==> config.mk <==
export PLATFORM = sky130hd
export DESIGN_NAME = battery_level_and_charge_monitor_flat
export DESIGN_NICKNAME = d
export VERILOG_FILES = /design/src/hw/rtl/bmon_pkg.sv /design/src/hw/rtl/bmon_stream_if.sv /design/src/hw/rtl/battery_level_and_charge_monitor.sv /design/src/hw/rtl/bmon_seg_lane.sv /design/src/hw/rtl/bmon_merge.sv /design/src/hw/rtl/bmon_div.sv /design/src/flat_wrapper.sv
export SDC_FILE = /design/constraint.sdc
export NUM_CORES = 1
export LEC_CHECK = 0
export BUFFER_PORTS_ARGS = -buffer_cell sky130_fd_sc_hd__buf_2
export CAP_MARGIN = 30
export CORE_UTILIZATION = 42
export DETAILED_ROUTE_END_ITERATION = 8
export HOLD_SLACK_MARGIN = 0.15
export PLACE_DENSITY = 0.59
export SLEW_MARGIN = 20
export SYNTH_ARGS = -nofsm -noshare
export SYNTH_HDL_FRONTEND = slang
export SYNTH_SLANG_ARGS = --single-unit
==> constraint.sdc <==
create_clock -name clk -period 3.5 [get_ports clk]
set_input_delay 0.35 -clock clk [delete_from_list [all_inputs] [get_ports clk]]
set_output_delay 0.35 -clock clk [all_outputs]
set_load 0.02 [all_outputs]
==> src/hw/rtl/bmon_pkg.sv <==
// Package for the battery level monitor: widths, codes, item structs and
// the fixed voltage-to-charge breakpoint table. No dependencies.
`timescale 1ns / 1ps

package bmon_pkg;

  localparam int VOLT_W    = 16;
  localparam int PCT_W     = 7;
  localparam int LVL_W     = 2;
  localparam int OP_W      = 2;
  localparam int CFG_IDX_W = 1;
  localparam int CFG_W     = 16;

  localparam int AVERAGE_COUNT_DEF = 4;

  // Breakpoint table, highest voltage first
  localparam int CHARGE_POINTS = 7;
  localparam int SEGMENTS      = CHARGE_POINTS - 1;

  localparam logic [VOLT_W-1:0] SOC_MV [CHARGE_POINTS] = '{
    16'd25200, 16'd24000, 16'd22800, 16'd21000, 16'd20000, 16'd19000, 16'd18000
  };
  localparam logic [PCT_W-1:0] SOC_PCT [CHARGE_POINTS] = '{
    7'd100, 7'd85, 7'd70, 7'd50, 7'd30, 7'd12, 7'd0
  };
  localparam logic [PCT_W-1:0] PCT_MAX = 7'd100;

  // Segment numerator: percent span times voltage offset
  localparam int NUM_W  = PCT_W + VOLT_W;
  // Shift-subtract divider quotient
  localparam int QUO_W  = 16;
  localparam int QIDX_W = $clog2(QUO_W);

  localparam logic [CFG_W-1:0] LOCKOUT_RST  = 16'd18000;
  localparam logic [CFG_W-1:0] LOW_WARN_RST = 16'd19000;

  typedef enum logic [OP_W-1:0] {
    OP_RESTING = 2'd0,
    OP_LOADED  = 2'd1,
    OP_QUERY   = 2'd2,
    OP_NONE    = 2'd3
  } op_t;

  typedef enum logic [CFG_IDX_W-1:0] {
    CFG_LOCKOUT  = 1'b0,
    CFG_LOW_WARN = 1'b1
  } cfg_idx_t;

  localparam logic [LVL_W-1:0] LVL_OK   = 2'd0;
  localparam logic [LVL_W-1:0] LVL_LOW  = 2'd1;
  localparam logic [LVL_W-1:0] LVL_LOCK = 2'd2;

  typedef struct packed {
    logic [OP_W-1:0]   operation;
    logic [VOLT_W-1:0] sample_a;
    logic [VOLT_W-1:0] sample_b;
    logic [VOLT_W-1:0] sample_c;
    logic [VOLT_W-1:0] sample_d;
  } in_item_t;

  typedef struct packed {
    logic [VOLT_W-1:0] voltage_mv;
    logic [LVL_W-1:0]  level;
    logic [PCT_W-1:0]  soc_percent;
    logic              up_allowed;
    logic              changed;
  } out_item_t;

  // What one interpolation lane reports
  typedef struct packed {
    logic              hit;
    logic [NUM_W-1:0]  num;
    logic [VOLT_W-1:0] den;
    logic [PCT_W-1:0]  base;
  } lane_res_t;

  typedef struct packed {
    logic              start;
    logic [QIDX_W-1:0] first_bit;
    logic [VOLT_W-1:0] divisor;
  } div_ctl_t;

  typedef struct packed {
    logic             done;
    logic [QUO_W-1:0] quotient;
  } div_stat_t;

endpackage

==> src/hw/rtl/bmon_stream_if.sv <==
// Valid/ready stream interface used by both item channels.
// Payload type is supplied by the instantiating level.
`timescale 1ns / 1ps

interface bmon_stream_if #(parameter type payload_t = logic) ();
  logic     valid;
  logic     ready;
  payload_t data;

  modport source (output valid, output data, input ready);
  modport sink   (input valid, input data, output ready);
endinterface

==> src/hw/rtl/battery_level_and_charge_monitor.sv <==
// Top level of the battery level and charge monitor.
// Depends on bmon_pkg, bmon_stream_if, bmon_seg_lane, bmon_merge, bmon_div.
`timescale 1ns / 1ps

// Usage
//   in_ch  : valid/ready stream of in_item_t (operation, four mV samples).
//            Operation 0 stores sample_a, 1 stores the floor average of
//            AVERAGE_COUNT samples (sample i taken from field i mod 4),
//            2 reports and clears the level-change flag, 3 only reports.
//   out_ch : valid/ready stream of out_item_t, exactly one per input item:
//            stored voltage, level, charge percent, up_allowed, changed.
//   cfg_*  : write port for lockout_mv (index 0) and low_warn_mv (index 1);
//            write only while no item is in flight.
// Timing
//   One item at a time. in_ch.ready is high only while the controller idles.
//   Resting items pass load and classify; loaded items add an average step
//   (registered sum, then a reciprocal multiply); query or unused code skip
//   classify. The 7-step percent divide is most of the work. Voltages at or
//   outside the table ends skip the divide. The next item can be taken in
//   the same cycle as the result appears.
// Reset
//   rst_n (sync, active low) restores thresholds 18000/19000 mV, zero stored
//   voltage, level ok and no pending change; no item is held.
// Stall
//   The result sits in an output register. The next item is accepted while
//   it waits; that item then holds at its final step until the slot frees.

module battery_level_and_charge_monitor
  import bmon_pkg::*;
#(
  parameter int AVERAGE_COUNT = AVERAGE_COUNT_DEF
) (
  input  logic                 clk,
  input  logic                 rst_n,
  bmon_stream_if.sink          in_ch,
  bmon_stream_if.source        out_ch,
  input  logic                 cfg_we,
  input  logic [CFG_IDX_W-1:0] cfg_index,
  input  logic [CFG_W-1:0]     cfg_data
);

  localparam int SUM_W = VOLT_W + $clog2(AVERAGE_COUNT);
  localparam int DVD_W = (SUM_W > NUM_W) ? SUM_W : NUM_W;

  localparam logic [QIDX_W-1:0] SOC_FIRST = QIDX_W'(PCT_W - 1);

  // Average by reciprocal multiply: rounded-up 2^AVG_SHIFT / AVERAGE_COUNT.
  // Three spare shift bits keep the floor exact for any sum (count up to 8).
  localparam int AVG_SHIFT  = SUM_W + 3;
  localparam int AVG_PROD_W = SUM_W + AVG_SHIFT + 1;
  localparam logic [AVG_SHIFT:0] AVG_RECIP = (AVG_SHIFT+1)'(
    ((longint'(1) << AVG_SHIFT) + longint'(AVERAGE_COUNT) - 1) / longint'(AVERAGE_COUNT));

  typedef enum logic [6:0] {
    ST_IDLE  = 7'b0000001,
    ST_LOAD  = 7'b0000010,
    ST_AVG   = 7'b0000100,
    ST_CLASS = 7'b0001000,
    ST_LANE  = 7'b0010000,
    ST_SOC   = 7'b0100000,
    ST_OUT   = 7'b1000000
  } state_t;

  state_t            state_r, state_nxt;
  in_item_t          item_r, item_nxt;
  logic [CFG_W-1:0]  lockout_r, lockout_nxt;
  logic [CFG_W-1:0]  low_warn_r, low_warn_nxt;
  logic [VOLT_W-1:0] volt_r, volt_nxt;
  logic [LVL_W-1:0]  cur_r, cur_nxt;
  logic [LVL_W-1:0]  rep_r, rep_nxt;
  logic              pending_r, pending_nxt;
  logic              chg_r, chg_nxt;
  logic [PCT_W-1:0]  base_r, base_nxt;
  logic [PCT_W-1:0]  soc_r, soc_nxt;
  logic [SUM_W-1:0]  avg_sum_r, avg_sum_nxt;
  out_item_t         out_data_r, out_data_nxt;
  logic              out_valid_r, out_valid_nxt;

  logic [VOLT_W-1:0]     smp [4];
  logic [SUM_W-1:0]      sum;
  logic [AVG_PROD_W-1:0] avg_prod;
  logic [LVL_W-1:0]      lv;
  logic [PCT_W:0]        soc_sum;
  logic                  out_free;
  op_t                   op;

  lane_res_t         lanes [SEGMENTS];
  lane_res_t         sel;
  div_ctl_t          div_ctl;
  logic [DVD_W-1:0]  div_dvd;
  div_stat_t         div_stat;

  // Interpolation lanes, one per table segment
  for (genvar g = 0; g < SEGMENTS; g++) begin : g_lane
    bmon_seg_lane #(.SEG(g)) u_lane (
      .volt (volt_r),
      .res  (lanes[g])
    );
  end

  bmon_merge u_merge (
    .lanes (lanes),
    .sel   (sel)
  );

  bmon_div #(.DVD_W(DVD_W)) u_div (
    .clk      (clk),
    .rst_n    (rst_n),
    .ctl      (div_ctl),
    .dividend (div_dvd),
    .stat     (div_stat)
  );

  assign op       = op_t'(item_r.operation);
  assign out_free = !out_valid_r || out_ch.ready;

  assign smp[0] = item_r.sample_a;
  assign smp[1] = item_r.sample_b;
  assign smp[2] = item_r.sample_c;
  assign smp[3] = item_r.sample_d;

  // Loaded-sample sum; wide enough for AVERAGE_COUNT full-scale readings
  always_comb begin
    sum = '0;
    for (int i = 0; i < AVERAGE_COUNT; i++) begin
      sum = sum + SUM_W'(smp[2'(i)]);
    end
  end

  // Floor average from the registered sum
  assign avg_prod = AVG_PROD_W'(avg_sum_r) * AVG_PROD_W'(AVG_RECIP);

  // Lockout test wins over low warning
  always_comb begin
    if (volt_r < lockout_r) begin
      lv = LVL_LOCK;
    end else if (volt_r < low_warn_r) begin
      lv = LVL_LOW;
    end else begin
      lv = LVL_OK;
    end
  end

  assign soc_sum = {1'b0, base_r} + {1'b0, div_stat.quotient[PCT_W-1:0]};

  // Divider request: percent divide from LANE
  always_comb begin
    div_ctl.start     = 1'b0;
    div_ctl.first_bit = SOC_FIRST;
    div_ctl.divisor   = sel.den;
    div_dvd           = DVD_W'(sel.num);
    if (state_r == ST_LANE) begin
      div_ctl.start = (volt_r < SOC_MV[0]) && (volt_r > SOC_MV[CHARGE_POINTS-1]);
    end
  end

  always_comb begin
    state_nxt     = state_r;
    item_nxt      = item_r;
    volt_nxt      = volt_r;
    cur_nxt       = cur_r;
    rep_nxt       = rep_r;
    pending_nxt   = pending_r;
    chg_nxt       = chg_r;
    base_nxt      = base_r;
    soc_nxt       = soc_r;
    avg_sum_nxt   = avg_sum_r;
    out_data_nxt  = out_data_r;
    out_valid_nxt = out_valid_r && !out_ch.ready;
    lockout_nxt   = lockout_r;
    low_warn_nxt  = low_warn_r;

    if (cfg_we) begin
      unique case (cfg_idx_t'(cfg_index))
        CFG_LOCKOUT:  lockout_nxt  = cfg_data;
        CFG_LOW_WARN: low_warn_nxt = cfg_data;
      endcase
    end

    unique case (state_r)
      ST_IDLE: begin
        if (in_ch.valid) begin
          item_nxt  = in_ch.data;
          state_nxt = ST_LOAD;
        end
      end
      ST_LOAD: begin
        unique case (op)
          OP_RESTING: begin
            volt_nxt  = item_r.sample_a;
            state_nxt = ST_CLASS;
          end
          OP_LOADED: begin
            avg_sum_nxt = sum;
            state_nxt   = ST_AVG;
          end
          OP_QUERY: begin
            // pending flag or an unreported level both count as a change
            if (pending_r || (cur_r != rep_r)) begin
              rep_nxt     = cur_r;
              pending_nxt = 1'b0;
              chg_nxt     = 1'b1;
            end else begin
              chg_nxt = 1'b0;
            end
            state_nxt = ST_LANE;
          end
          OP_NONE: begin
            chg_nxt   = pending_r;
            state_nxt = ST_LANE;
          end
        endcase
      end
      ST_AVG: begin
        volt_nxt  = avg_prod[AVG_SHIFT +: VOLT_W];
        state_nxt = ST_CLASS;
      end
      ST_CLASS: begin
        if (lv != cur_r) begin
          cur_nxt     = lv;
          pending_nxt = 1'b1;
          chg_nxt     = 1'b1;
        end else begin
          chg_nxt = pending_r;
        end
        state_nxt = ST_LANE;
      end
      ST_LANE: begin
        base_nxt = sel.base;
        if (volt_r >= SOC_MV[0]) begin
          soc_nxt   = PCT_MAX;
          state_nxt = ST_OUT;
        end else if (volt_r <= SOC_MV[CHARGE_POINTS-1]) begin
          soc_nxt   = '0;
          state_nxt = ST_OUT;
        end else begin
          state_nxt = ST_SOC;
        end
      end
      ST_SOC: begin
        if (div_stat.done) begin
          soc_nxt   = (soc_sum > (PCT_W+1)'(PCT_MAX)) ? PCT_MAX : soc_sum[PCT_W-1:0];
          state_nxt = ST_OUT;
        end
      end
      ST_OUT: begin
        if (out_free) begin
          out_data_nxt.voltage_mv  = volt_r;
          out_data_nxt.level       = cur_r;
          out_data_nxt.soc_percent = soc_r;
          out_data_nxt.up_allowed  = (cur_r != LVL_LOCK);
          out_data_nxt.changed     = chg_r;
          out_valid_nxt            = 1'b1;
          state_nxt                = ST_IDLE;
        end
      end
      default: begin
        state_nxt = ST_IDLE;
      end
    endcase
  end

  always_ff @(posedge clk) begin
    if (!rst_n) begin
      state_r     <= ST_IDLE;
      out_valid_r <= 1'b0;
      lockout_r   <= LOCKOUT_RST;
      low_warn_r  <= LOW_WARN_RST;
      volt_r      <= '0;
      cur_r       <= LVL_OK;
      rep_r       <= LVL_OK;
      pending_r   <= 1'b0;
    end else begin
      state_r     <= state_nxt;
      out_valid_r <= out_valid_nxt;
      lockout_r   <= lockout_nxt;
      low_warn_r  <= low_warn_nxt;
      volt_r      <= volt_nxt;
      cur_r       <= cur_nxt;
      rep_r       <= rep_nxt;
      pending_r   <= pending_nxt;
    end
    item_r     <= item_nxt;
    chg_r      <= chg_nxt;
    base_r     <= base_nxt;
    soc_r      <= soc_nxt;
    avg_sum_r  <= avg_sum_nxt;
    out_data_r <= out_data_nxt;
  end

  assign in_ch.ready  = (state_r == ST_IDLE);
  assign out_ch.valid = out_valid_r;
  assign out_ch.data  = out_data_r;

  // Percent quotient can never exceed the segment's percent span
  a_soc_quo_fits: assert property (@(posedge clk) disable iff (!rst_n)
    (state_r == ST_SOC && div_stat.done) |-> (div_stat.quotient[QUO_W-1:PCT_W] == '0))
    else $error("percent quotient out of range");

  // A query leaves nothing pending and the level reported
  a_query_clears: assert property (@(posedge clk) disable iff (!rst_n)
    (state_r == ST_LOAD && op == OP_QUERY) |=> (!pending_r && rep_r == cur_r))
    else $error("query did not clear change state");

  // Divider never raises done directly after a start
  a_div_no_early_done: assert property (@(posedge clk) disable iff (!rst_n)
    div_ctl.start |=> !div_stat.done)
    else $error("divider finished right after start");

  // Reported charge stays within 0..100
  a_soc_range: assert property (@(posedge clk) disable iff (!rst_n)
    out_valid_r |-> (out_data_r.soc_percent <= PCT_MAX))
    else $error("charge percent above 100");

endmodule

==> src/hw/rtl/bmon_seg_lane.sv <==
// One interpolation lane: tests a voltage against one table segment and
// forms the segment numerator and span. Uses bmon_pkg.
`timescale 1ns / 1ps

module bmon_seg_lane
  import bmon_pkg::*;
#(
  parameter int SEG = 0
) (
  input  logic [VOLT_W-1:0] volt,
  output lane_res_t         res
);

  localparam logic [VOLT_W-1:0] HI = SOC_MV[SEG];
  localparam logic [VOLT_W-1:0] LO = SOC_MV[SEG+1];
  localparam logic [PCT_W-1:0]  HP = SOC_PCT[SEG];
  localparam logic [PCT_W-1:0]  LP = SOC_PCT[SEG+1];
  localparam logic [PCT_W-1:0]  DP = (HP >= LP) ? PCT_W'(HP - LP) : '0;

  logic [VOLT_W-1:0] diff;

  assign diff     = volt - LO;
  assign res.hit  = (volt <= HI) && (volt > LO);
  assign res.num  = NUM_W'(DP) * NUM_W'(diff);
  assign res.den  = HI - LO;
  assign res.base = LP;

endmodule

==> src/hw/rtl/bmon_merge.sv <==
// Merging stage: picks the report of the lane whose segment holds the
// voltage. Segments are disjoint, so at most one lane hits. Uses bmon_pkg.
`timescale 1ns / 1ps

module bmon_merge
  import bmon_pkg::*;
(
  input  lane_res_t lanes [SEGMENTS],
  output lane_res_t sel
);

  always_comb begin
    sel = '0;
    for (int i = 0; i < SEGMENTS; i++) begin
      if (lanes[i].hit) begin
        sel = lane_res_t'(sel | lanes[i]);
      end
    end
  end

endmodule

==> src/hw/rtl/bmon_div.sv <==
// Iterative shift-subtract divider, one quotient bit per cycle starting at
// a given bit. Caller guarantees the quotient fits. Uses bmon_pkg.
`timescale 1ns / 1ps

module bmon_div
  import bmon_pkg::*;
#(
  parameter int DVD_W = NUM_W
) (
  input  logic             clk,
  input  logic             rst_n,
  input  div_ctl_t         ctl,
  input  logic [DVD_W-1:0] dividend,
  output div_stat_t        stat
);

  localparam int TRIAL_W = VOLT_W + QUO_W;

  logic [DVD_W-1:0]   rem_r, rem_nxt;
  logic [QUO_W-1:0]   q_r, q_nxt;
  logic [QIDX_W-1:0]  k_r, k_nxt;
  logic [VOLT_W-1:0]  dsr_r, dsr_nxt;
  logic               busy_r, busy_nxt;
  logic               done_r, done_nxt;
  logic [TRIAL_W-1:0] trial;
  logic [TRIAL_W-1:0] rem_ext;

  always_comb begin
    trial    = TRIAL_W'(dsr_r) << k_r;
    rem_ext  = TRIAL_W'(rem_r);
    rem_nxt  = rem_r;
    q_nxt    = q_r;
    k_nxt    = k_r;
    dsr_nxt  = dsr_r;
    busy_nxt = busy_r;
    done_nxt = 1'b0;
    if (ctl.start) begin
      rem_nxt  = dividend;
      q_nxt    = '0;
      k_nxt    = ctl.first_bit;
      dsr_nxt  = ctl.divisor;
      busy_nxt = 1'b1;
    end else if (busy_r) begin
      if (rem_ext >= trial) begin
        rem_nxt   = DVD_W'(rem_ext - trial);
        q_nxt[k_r] = 1'b1;
      end
      if (k_r == '0) begin
        busy_nxt = 1'b0;
        done_nxt = 1'b1;
      end else begin
        k_nxt = k_r - 1'b1;
      end
    end
  end

  always_ff @(posedge clk) begin
    if (!rst_n) begin
      busy_r <= 1'b0;
      done_r <= 1'b0;
    end else begin
      busy_r <= busy_nxt;
      done_r <= done_nxt;
    end
    rem_r <= rem_nxt;
    q_r   <= q_nxt;
    k_r   <= k_nxt;
    dsr_r <= dsr_nxt;
  end

  assign stat.done     = done_r;
  assign stat.quotient = q_r;

endmodule
==> src/flat_wrapper.sv <==
// flat-port wrapper written by rule: the top's interface ports become plain ports
module battery_level_and_charge_monitor_flat import bmon_pkg::*;
#(
  parameter int AVERAGE_COUNT = AVERAGE_COUNT_DEF
)
  (clk, rst_n, cfg_we, cfg_index, cfg_data, in_ch_valid, in_ch_data, in_ch_ready, out_ch_valid, out_ch_data, out_ch_ready);
  bmon_stream_if in_ch_i ();
  bmon_stream_if out_ch_i ();
  input  logic clk;
  input  logic rst_n;
  input  logic cfg_we;
  input  logic [CFG_IDX_W-1:0] cfg_index;
  input  logic [CFG_W-1:0] cfg_data;
  input wire logic [$bits(in_ch_i.valid)-1:0] in_ch_valid;
  input wire logic [$bits(in_ch_i.data)-1:0] in_ch_data;
  output wire logic [$bits(in_ch_i.ready)-1:0] in_ch_ready;
  output wire logic [$bits(out_ch_i.valid)-1:0] out_ch_valid;
  output wire logic [$bits(out_ch_i.data)-1:0] out_ch_data;
  input wire logic [$bits(out_ch_i.ready)-1:0] out_ch_ready;
  assign in_ch_i.valid = in_ch_valid;
  assign in_ch_i.data = in_ch_data;
  assign in_ch_ready = in_ch_i.ready;
  assign out_ch_valid = out_ch_i.valid;
  assign out_ch_data = out_ch_i.data;
  assign out_ch_i.ready = out_ch_ready;
  battery_level_and_charge_monitor #(.AVERAGE_COUNT(AVERAGE_COUNT)) u_core (.clk(clk), .rst_n(rst_n), .in_ch(in_ch_i), .out_ch(out_ch_i), .cfg_we(cfg_we), .cfg_index(cfg_index), .cfg_data(cfg_data));
endmodule
==> results of run 1 <==
==> final timing paths <==
path | startpoint | endpoint | slack [ps] | cells past startpoint
min reg2reg | u_core.chg_r$_DFFE_PP_ | u_core.out_ch.data$_DFFE_PP_ | 430 | 0
max reg2reg | u_core.lockout_r[10]$_SDFFE_PN1P_ | u_core.chg_r$_DFFE_PP_ | 1880 | 4
max | u_core.state_r[6]$_SDFFE_PN0P_ | in_ch_ready | 1850 | 3
min | cfg_data[11] | u_core.low_warn_r[11]$_SDFFE_PN1P_ | 290 | 3
==> state kept, by name (all words and copies together) (netlist names) <==
signal               count
u_core.lockout_r        16
u_core.low_warn_r       16
u_core.state_r           5
u_core.cur_r             2
u_core.chg_r             1
u_core.out_ch.data       1
u_core.out_ch.valid      1
u_core.pending_r         1
==> per-stage QoR <==
stage	area [um2]	cells
final	1976	274
after global routing	1976	274
after CTS	1973	274
after detailed placement	1892	266
after global placement	1892	266
after floorplan	1769	204
==> power groups by stage <==
stage	sequential, uW	clock (uW)	combinational [uW]
3_5_place_dp	544	0	90.2
4_1_cts	532	309	90.4
6_report	533	296	90.1
5_1_grt	535	333	103
3_3_place_gp	542	0	86.6
2_1_floorplan	539	0	63.3
==> layout make-up <==
cell class,count,share of cell area
clock inverters,1,0.002533
clock buffers,7,0.03863
repair buffers,24,0.06080
well taps,50,0.03167
multi-input cells,149,0.4205
flip-flops and latches,43,0.4459
==> metal layers <==
metal / global-route usage / vias up / part of all wire
met2: 0.3081 / 24 / 0.46
met3: 0.05651 / 5 / 0.037
li1: - / 735 / -
met1: 0.2184 / 648 / 0.49
met4: 0.07181 / 0 / 0.017
met5: 0 / - / 0
==> synth_stat cells (all sizes together) <==
library cell / count / area [um2]
nor4b: 1 / 8.760
nand2: 67 / 251.5
a21o: 1 / 7.510
o2111ai: 1 / 8.760
nor4: 9 / 68.81
clkbuf: 8 / 33.78
nand4bb: 1 / 11.26
nand2b: 7 / 43.79
a21oi: 2 / 10.01
o21ai: 3 / 15.01
a21boi: 23 / 172.7
and4: 2 / 18.77
nand3: 13 / 65.06
dfxtp: 41 / 820.8
and4b: 1 / 10.01
a211oi: 1 / 12.51
nor2: 5 / 18.77
nor3b: 1 / 18.77
and4bb: 1 / 12.51
nor2b: 2 / 12.51
nand4: 1 / 6.260
and2: 2 / 12.51
o221a: 1 / 11.26
edfxtp: 2 / 60.06
xnor2: 1 / 8.760
o211a: 1 / 10.01
buf: 4 / 26.27
o21a: 1 / 7.510
nor3: 1 / 5.000
==> kinds of logic (layout without fill, tap and decap cells) <==
group / Yosys count / in the layout / share of synthesized area
AOI/OAI and AO/OA: 34 / 34 / 0.1443
buffers and inverters: 12 / 32 / 0.03394
DFF: 43 / 43 / 0.4979
and+or+nand+nor: 114 / 114 / 0.3189
xor gates and xnor gates: 1 / 1 / 0.004951
==> worst register-to-register path, cell delays in order, from the launching register on <==
cell and delay [ps]:
dfxtp_1 320, nor4_1 370, and4_2 350, nor3b_4 230, a21oi_1 90
==> reports/results.tsv, run 1 <==
metric	value	unit
status	finished, final reports clean	
clock share of power	0.322	
area grow syn2layout	11.67	%
Seq pwr share	0.580	
Setup TNS	0	ps
CTS tree	yes	
setup ws final	1845	ps
min cycle time layout	1655	ps
DR vias/cell	5.153	
synthesis-stage register bit count	43	
Wirelength per Cell	12.50	um
Peak VDD IR	266.6	uV
HP Class	in2reg	
Lkg Pwr	0.0007888	uW
ANT cells	0	
Worst Path Buf+Inv	1	
die area	4476	um2
clk slew on worst S/H paths	80	ps
DRC viols	0	
distinct cell type count after synthesis	34	
share of cells above drive strength 1	0.1652	
die height	66.90	um
most common cell after layout, fill and taps aside	nand2_1	
Ports	26	
filler cell count	409	
area occupied by multi-input gates	830.8	um2
startpoint types	flip-flop	
CP Capture Type	output pin	
Total Wirelength	3424	um
TritonCTS Buffers	5	
Final Power	918.5	uW
Die X-Extent	66.90	um
Seq/Total Area, Yosys	0.4979	
Detailed Route Iter0 Violations	48	
Logic pwr share	0.098	
Sink Count	43	
post-DP HPWL	2440	um
routability-driven placement congestion ratio	0.7839	
crit path cell chain	nand2b_1 -> nor4_2 -> buf_2	
total iterations of the first detailed-routing run	4	
Cell Pwr Density	464.9	nW/um2
Buffers on Ports	24	
Syn. warnings	0	
NetSw	223.4	uW
core area	4029	um2
GRT overflow	0	
Setup CP Type	reg2out	
Initial Utilization	0.4391	
Critical Path Max Stage Delay	350	ps
commonest non-fill, non-tap cells in the layout	nand2_1 (67), dfxtp_1 (41), buf_2 (24)	
CP top delay family	simple AND/OR/NAND/NOR gates	
worst-margin pin slew	639.9	ps
Final ANT Viol Nets	0	
CP Data Required Time	3150	ps
max-capacitance violation count	0	
Switching Share	0.2432	
Reg area	880.8	um2
Via Count	1412	
synthesized area per cell	8.673	um2
worst hold slack	291.0	ps
Final Hold Viols	0	
NumNets Final	246	
largest net degree at the start of global routing	42	
Pint	695.1	uW
# rows	23	
Mapped Cells	204	
H-Tree Depth	2	
cell area after synthesis	1769	um2
slowest CP cell	dfxtp_1	
critical-path maximum fanout	6	
arrival time worst endpoint	1300	ps
Max Root-Sink Buffers	2	
Root Buffer	clkbuf_8	
final setup violation count	0	
vias in the first global route	1349	
hold buffer count at cts	0	
pre-CTS setup slack	1736	ps
initial antenna violation count	0	
post_cts resized	0	
post-CTS setup buffers	0	
global-route wire length before repair	6037	um
total track usage	0.1845	
unrepaired setup endpoints after global routing	no	
clk_lat worst skew	290	ps
fin. max-slew vios	0	
Rel. slew slack	0.5734	
Core Util, Final	0.4904	
period utilization	0.4727	
Max Freq	604.4	MHz
syn nets	227	
clock skew	6.020	ps
(Power assumes the default switching activity.)
==> inputs of run 2 (changes only) <==
ABC_AREA = 1   (was unset)
clock period = 1.7 ns   (was 3.5 ns; I/O delays follow)
==> run 2 against run 1 <==
Effect of this change: non-clock buffer count up 18; via count up 12%; cell count up 23%; sequential cell count unchanged; die area up 0.55%; clock power up 110%; power up 120%; sequential power up 110%; routed wire length up 9.3%; final area up 10%; synthesized cell count up 20%; count of clock-buffer cells in the layout unchanged.
==> reports/results.tsv, run 2 <==
metric	value	unit	change
Buffers on Ports	24		unchanged
biggest regs	u_core.lockout_r (16), u_core.low_warn_r (16), u_core.state_r (5)		
CP Data Required Time	1530	ps	-1620 ps
clk slew on worst S/H paths	80	ps	about the same
Reg area	880.8	um2	unchanged
DR vias/cell	4.691		-9.0%
Seq/Total Area, Yosys	0.4951		-0.002801
Die X-Extent	67.09	um	+0.28%
min cycle time layout	1405	ps	
commonest non-fill, non-tap cells in the layout	nor2_1 (58), nand2_1 (45), dfxtp_1 (41)		
arrival time worst endpoint	1230	ps	-70 ps
die height	67.09	um	+0.28%
Synth Flop Type	dfxtp_1		
Peak VDD IR	488.2	uV	+83%
largest family of logic cells by synthesized area	simple AND/OR/NAND/NOR gates		
CP top delay family	simple AND/OR/NAND/NOR gates		
slowest CP cell	dfxtp_1		
post-synth top area share	0.4613		-0.002610
mux share of post-synthesis cell area	0		unchanged
share of cells above drive strength 1	0.1707		+0.005553
xor and xnor area share after synthesis	0		-0.004950
hold buffer count at cts	15		+15
count leader, synth	nor2_1		
Detailed Route Iter0 Violations	65		+35%
fin. max-slew vios	0		unchanged
CP Capture Type	output pin		
Critical Path Max Stage Delay	320	ps	-30 ps
unrepaired setup endpoints after global routing	no		
ANT cells	0		unchanged
H-Tree Depth	2		unchanged
period utilization	0.8262		
filler cell count	405		-0.98%
post-DP HPWL	2529	um	+3.6%
# rows	23		unchanged
Setup CP Type	reg2out		
CTS tree	yes		
Mapped Cells	245		+20%
most frequent cells after synthesis	nor2_1 (58), nand2_1 (45), dfxtp_1 (41)		
post_cts resized	0		unchanged
Cell Pwr Density	911.0	nW/um2	+96%
TritonCTS Buffers	5		unchanged
die area	4500	um2	+0.55%
vias in the first global route	1506		+12%
total iterations of the first detailed-routing run	4		unchanged
clock skew	6.721	ps	+0.7010 ps
Total Wirelength	3744	um	+9.3%
adder-cell area share of the yosys netlist	0		unchanged
Final Power	1988	uW	+120%
clk_lat worst skew	300	ps	about the same
GRT overflow	0		unchanged
HP Class	in2reg		
FFs w/ async S/R, synth	0		unchanged
Via Count	1581		+12%
critical-path maximum fanout	3		-3
Synth area leader	dfxtp_1		
Syn. warnings	0		unchanged
routability-driven placement congestion ratio	0.7779		-0.77%
Initial Utilization	0.4416		+0.002484
Setup TNS	0	ps	unchanged
area occupied by multi-input gates	774.5	um2	-6.8%
startpoint types	flip-flop		
Ports	26		unchanged
initial antenna violation count	0		unchanged
DRC viols	0		unchanged
Final ANT Viol Nets	0		unchanged
worst-margin pin slew	559.0	ps	-80.89 ps
largest net degree at the start of global routing	25		-40%
Max Root-Sink Buffers	2		unchanged
total track usage	0.1912		+0.006726
Post-synth EDFFs	2		unchanged
simple-gate portion of the synthesized area	0.3298		+0.01086
status	finished, final reports clean		
Synth area leaders	dfxtp_1 (46%), nor2_1 (12%), nand2_1 (9.5%), o21ai_0 (5.9%), nand3_1 (4.8%)		
synthesized area per cell	7.262	um2	-16%
area grow syn2layout	22.64	%	
Core Util, Final	0.5416		+0.05124
syn nets	268		+18%
synthesis-stage register bit count	43		unchanged
cell area after synthesis	1779	um2	+0.57%
Max Freq	712.0	MHz	
compound-cell area share of the yosys netlist	0.1055		-0.03879
most common cell after layout, fill and taps aside	nor2_1		
core area	4029	um2	unchanged
distinct cell type count after synthesis	25		-26%
Root Buffer	clkbuf_8		
Rel. slew slack	0.6269		+0.05352
final setup violation count	0		unchanged
Final Hold Viols	0		unchanged
post-CTS setup buffers	0		unchanged
Lkg Pwr	0.0009871	uW	+25%
crit path cell chain	inv_2 -> nand2_1 -> nor4_2 -> buf_2		
Sink Count	43		unchanged
global-route wire length before repair	6299	um	+4.3%
Worst Path Buf+Inv	2		+1
NumNets Final	309		+26%
Wirelength per Cell	11.11	um	-11%
max-capacitance violation count	0		unchanged
-- run 2: cell types whose count changed after synthesis, moves of 4 or more --
cell / before / now
nor2_1: 5 / 58
a21boi_1: 4 / 0
nand2_1: 67 / 45
a21oi_1: 2 / 10
a21boi_0: 19 / 0
nand2b_1: 7 / 0
o21ai_0: 3 / 21
inv_1: 0 / 20
nor4_1: 7 / 0
nand3_1: 13 / 17
-- run 2: cell families after synthesis --
| logic type | Yosys count |
|---|---|
| buffers and inverters | 32 |
| AO/OA/AOI/OAI | 35 |
| AND/OR/NAND/NOR | 135 |
| flip-flops | 43 |
-- run 2: per-stage QoR --
step	hold WS, ps	setup slack (ps)	cell area (um2)	std cells
5_1_grt	184.0	182.0	2182	337
2_1_floorplan	283.2	393.3	1779	245
6_report	158.0	295.4	2182	337
3_5_place_dp	390.9	415.0	1951	314
4_1_cts	154.5	268.0	2182	337
3_3_place_gp	386.8	407.6	1951	314
-- run 2: worst reg2reg max path, cell delays in order, from the launching register on --
cell     delay (ps)
dfxtp_1         350
or2_4           250
nor3_2          170
inv_1            90
a21oi_1         140
-- run 2: final timing paths --
path | from | end | slack, ps | cells after the start
setup / recovery | u_core.state_r[4]$_SDFFE_PN0P_ | in_ch_ready | 300 | 4
hold / removal | in_ch_valid | u_core.state_r[0]$_SDFFE_PN1P_ | 160 | 4
hold reg to reg | u_core.chg_r$_DFFE_PP_ | u_core.out_ch.data$_DFFE_PP_ | 430 | 0
setup reg to reg | u_core.state_r[1]$_SDFFE_PN0P_ | u_core.out_ch.data$_DFFE_PP_ | 420 | 4
-- run 2: power by group --
group	internal, uW	leakage (uW)	switching (uW)
combinational	112	0.000587	142
sequential	1070	0.000358	30.8
clock	289	0.0000422	342
total	1470	0.000987	515
-- run 2: metal layers --
metal	GRT usage	wire, um
met1	0.2383	1941
met2	0.3025	1657
met3	0.06164	97
met4	0.07181	47
met5	0	0
-- run 2: layout make-up --
class | instances | area share
clock buffer | 7 | 0.03498
tap | 50 | 0.02867
clock inverter | 1 | 0.002294
timing repair buffer | 42 | 0.1342
inverter | 24 | 0.04128
multi-input combinational | 170 | 0.3549
sequential | 43 | 0.4037
